## src/hw/rtl/dkt_pkg.sv

```systemverilog
// Types and constants for the dense key table.
// No dependencies; used by the channel interfaces, the RTL and the checker.
package dkt_pkg;

   localparam int TABLE_DEPTH = 16;
   localparam int IDX_W       = $clog2(TABLE_DEPTH);
   localparam int CNT_W       = $clog2(TABLE_DEPTH + 1);
   localparam int WORD_W      = 64;
   localparam int KEY_W       = 4 * WORD_W;

   typedef enum logic [1:0] {
      K_ADD    = 2'd0,
      K_REMOVE = 2'd1,
      K_LOOKUP = 2'd2,
      K_READ   = 2'd3
   } kind_type;

   typedef enum logic [2:0] {
      ST_OK        = 3'd0,
      ST_FULL      = 3'd1,
      ST_EXISTS    = 3'd2,
      ST_NOT_FOUND = 3'd3,
      ST_RANGE     = 3'd4
   } status_type;

   typedef enum logic [2:0] {
      S_IDLE,
      S_SCAN_RD,
      S_SCAN_CMP,
      S_SHIFT_RD,
      S_SHIFT_WR,
      S_READ_RD,
      S_READ_CAP,
      S_FINISH
   } state_type;

endpackage

```

## src/hw/rtl/dkt_store.sv

```systemverilog
// Key storage: one write port, one registered read port, and the shared
// 256-bit key comparator on the read data. Depends on dkt_pkg.
module dkt_store (
   input  logic                      clock,
   input  logic                      wr_en,
   input  logic [dkt_pkg::IDX_W-1:0] wr_addr,
   input  logic [dkt_pkg::KEY_W-1:0] wr_data,
   input  logic [dkt_pkg::IDX_W-1:0] rd_addr,
   input  logic [dkt_pkg::KEY_W-1:0] key,
   output logic [dkt_pkg::KEY_W-1:0] rd_data_ff,
   output logic                      match
);
   import dkt_pkg::*;

   logic [KEY_W-1:0] store_ff [TABLE_DEPTH];

   always_ff @(posedge clock) begin
      if (wr_en) begin
         store_ff[wr_addr] <= wr_data;
      end
   end

   always_ff @(posedge clock) begin
      rd_data_ff <= store_ff[rd_addr];
   end

   assign match = (rd_data_ff == key);

endmodule

```

## config.mk

```make
export PLATFORM = sky130hd
export DESIGN_NAME = dkt_store
export DESIGN_NICKNAME = d
export VERILOG_FILES = /design/src/hw/rtl/dkt_pkg.sv /design/src/hw/rtl/dkt_store.sv
export SDC_FILE = /design/constraint.sdc
export NUM_CORES = 2
export LEC_CHECK = 0
export ABC_AREA = 1
export BUFFER_PORTS_ARGS = -buffer_cell sky130_fd_sc_hd__buf_2
export CAP_MARGIN = 20
export CELL_PAD_IN_SITES_DETAIL_PLACEMENT = 1
export CELL_PAD_IN_SITES_GLOBAL_PLACEMENT = 2
export CORE_ASPECT_RATIO = 0.75
export CORE_UTILIZATION = 44
export CTS_CLUSTER_DIAMETER = 60
export DETAILED_ROUTE_END_ITERATION = 10
export GPL_TIMING_DRIVEN = 0
export HOLD_SLACK_MARGIN = 0.12
export PLACE_DENSITY = 0.79
export SLEW_MARGIN = 20
export SYNTH_ARGS = -nofsm -noshare
export SYNTH_HDL_FRONTEND = slang
export SYNTH_SLANG_ARGS = --single-unit
```

## constraint.sdc

```tcl
create_clock -name clock -period 18.3 [get_ports clock]
set_input_delay 3.66 -clock clock [delete_from_list [all_inputs] [get_ports clock]]
set_output_delay 3.66 -clock clock [all_outputs]
set_load 0.02 [all_outputs]
```

==> impl_metrics.toml <==
[sta]
rsz0062_at_grt = "no"
fmax_mhz = 90.6
fin_tns_setup_ns = 0
layout_setup_ws_ns = 7.27
slew_viol_final = 0
finalSetupViolCount = 0
clock_skew_ns = 0.0374
final_hold_viol_count = 0
min_period_ns = 11.03
tightest_slew_ns = 1.35
period_share = 0.603
slew_headroom = 0.102

[detailed_routing]
first_iter_violations = 20803
route.detailed.drc = 0
via_per_inst = 6.47
drt_wl_total_mm = 739
ant_nets = 0
post_drt_wl_per_cell_microns = 38.8
firstDrtPassIters = 6
dr_total_vias = 123156

[worst_setup_path]
start_kind = "input port"
required_ns = 14.64
crit_path_end_kind = "output port"
setup.worst_path.class = "in -> out"
crit_fanout = 1
worstPathArrival_ns = 7.37

[placed_design]
io_buffers = 777
place.gp.congestion = 0.947
placedInstanceArea_sq_um = 185000
dp_hpwl_mm = 531
post-place-ws_ns = 7.54

[floorplanning]
core_area_sq_um = 376000
fp.dieW_microns = 712
die_area_sq_um = 380000
fp.dieH_microns = 534
ios = 779
rows = 195
floorplan.initialDensity = 0.442

[clock_network]
cts_setup_buffers = 0
path_clk_slew_ns = 0.06
clk_latency_ns = 1.04
numCtsBuffers = 428
cts_tree = "yes"
root_buffer = "clkbuf_16"
clock-sinks = 4352
cts_buffer_depth = 4
cts_hold_buffers = 0
htreeDepth = 5
ctsResizeCount = 0

[logic_synthesis]
synth-compound-area-share = 0.126
synth-xor-area-share = 0.0113
synthCells = 11935
synth_area_leaders = "edfxtp_1 (74%), o21ai_0 (6.0%), nor2_1 (5.1%)"
ys.warnings.count = 0
synth_top_area_cell = "edfxtp_1"
mappedNetlistArea_sq_um = 166000
synth_top_family_by_area = "compound AO/OA/AOI/OAI gates"
yosys.area_share.simple = 0.0663
yosysSeqAreaShare = 0.771
synth_fa_ha_area_frac = 0
synth.distinct_cells = 25
syn-num-nets = 12457
ys_seq_elements = 4352
synthMuxAreaShare = 0
synth_top_cell_area_share = 0.740
syn_area_per_cell_sq_um = 13.9

[power_and_ir_drop]
powerDensity_nw_per_um2 = 113
power.total_mw = 22.4
cellLeakagePower_nw = 65.4
p_sw_frac = 0.257
combPwrFrac = 0.093
p_sw_mw = 5.75
internal_power_mw = 16.7
ir_worst_vdd_v = 0.0000980
power_frac_clock = 0.403
p_seq_frac = 0.505

[cells_and_area]
finalNetCount = 14007
final_util = 0.529
synthToLayoutAreaGrowth_pct = 19.8
drive_gt1_frac = 0.158
fillers = 36646
stdcell_area_sq_um = 199000

[run_status]
status = "finished, final reports clean"

[global_route]
grt_pass1_vias = 120567
grt.overflow.total = 0
grt_max_degree = 20
grtUsageTotal = 0.376
antenna_found_initial = 201
grt_pass1_wl_mm = 987

[hold_path]
holdCritPathClass = "reg -> reg"

[flow_run]
cap_violations = 0
[registers in the layout (all words and copies together), names as in the netlist]
signal / cells
rd_data_ff: 256
store_ff: 4096
[final timing paths]
path / from / end / slack [ns] / depth (start not counted)
setup / recovery: key[41] / match / 7.27 / 11
hold / removal: store_ff[12][68] / rd_data_ff[68] / 0.67 / 4
setup reg to reg: store_ff[6][169] / rd_data_ff[169] / 16.06 / 4
hold reg to reg: store_ff[12][68] / rd_data_ff[68] / 0.67 / 4
[per-stage QoR]
stage | hold slack [ns] | cells
global route | 0.729 | 18974
finish | 0.674 | 19037
global placement | 0.640 | 17735
CTS | 0.671 | 18876
floorplan | 0.592 | 11935
detailed placement | 0.658 | 18076
[kinds of logic (layout without fill, tap and decap cells)]
kind of cell,count (synthesis),count (layout)
flops,4352,4352
simple gates,2874,2874
other cells,0,159
buf+inv,938,2858
compound gates,3556,3556
xor+xnor,215,215
[worst max-delay path: stages]
cell,delay [ns]
buf_2,0.11
xnor2_1,0.73
nand2_1,0.58
nor2_1,0.23
nand2_1,0.14
nor2_1,0.73
nand2_1,0.19
nor2_1,0.13
nand2_1,0.06
nor2_1,0.51
buf_2,0.29
[layout make-up]
| type | count | area (sq um) | share of cell area |
|---|---|---|---|
| inverter | 88 | 333 | 0.00167 |
| antenna | 159 | 398 | 0.00200 |
| multi-input combinational | 6645 | 34200 | 0.172 |
| clock buffer | 596 | 12000 | 0.0601 |
| clock inverter | 204 | 2100 | 0.0105 |
| sequential | 4352 | 128000 | 0.644 |
| buffer | 850 | 3920 | 0.0197 |
| timing repair buffer | 1120 | 11800 | 0.0592 |
| tap | 5023 | 6280 | 0.0316 |
[routing by layer]
metal  GRT usage  part of all wire  up-vias
li1            -                 -    48471
met1       0.501              0.37    63463
met2       0.534              0.42     9436
met3       0.105              0.13     1724
met4       0.264             0.081       62
met5           0           0.00055        -
[synth_stat cells, drive strengths merged]
master  count
clkbuf    514
edfxtp   4096
nor2     2277
nand3b      2
nand2     435
o221ai    518
dfxtp     256
nand3     145
o31ai       2
or2        14
buf       336
o211ai    194
o22ai     560
xnor2     215
nor3        1
inv        88
o21ai    2282
[cells in the final DEF (no fill, tap or decap), drive strengths merged, types with 137 or more instances in the layout]
cell type	count
edfxtp	4096
o21ai	2282
nor2	2277
buf	1456
clkbuf	1110
o22ai	560
o221ai	518
nand2	435
dfxtp	256
xnor2	215
o211ai	194
diode	159
nand3	145
clkinv	137
[power by group through the flow]
| stage | registers (mW) | clock network (mW) | logic, mW |
|---|---|---|---|
| after floorplan | 11.6 | 0 | 0.693 |
| after global placement | 11.6 | 0 | 1.82 |
| after detailed placement | 11.5 | 0 | 1.99 |
| after CTS | 11.3 | 9.01 | 2.00 |
| after global routing | 11.3 | 9.34 | 2.11 |
| final | 11.3 | 9.03 | 2.07 |
No activity file was read; power rests on OpenSTA's default activity.
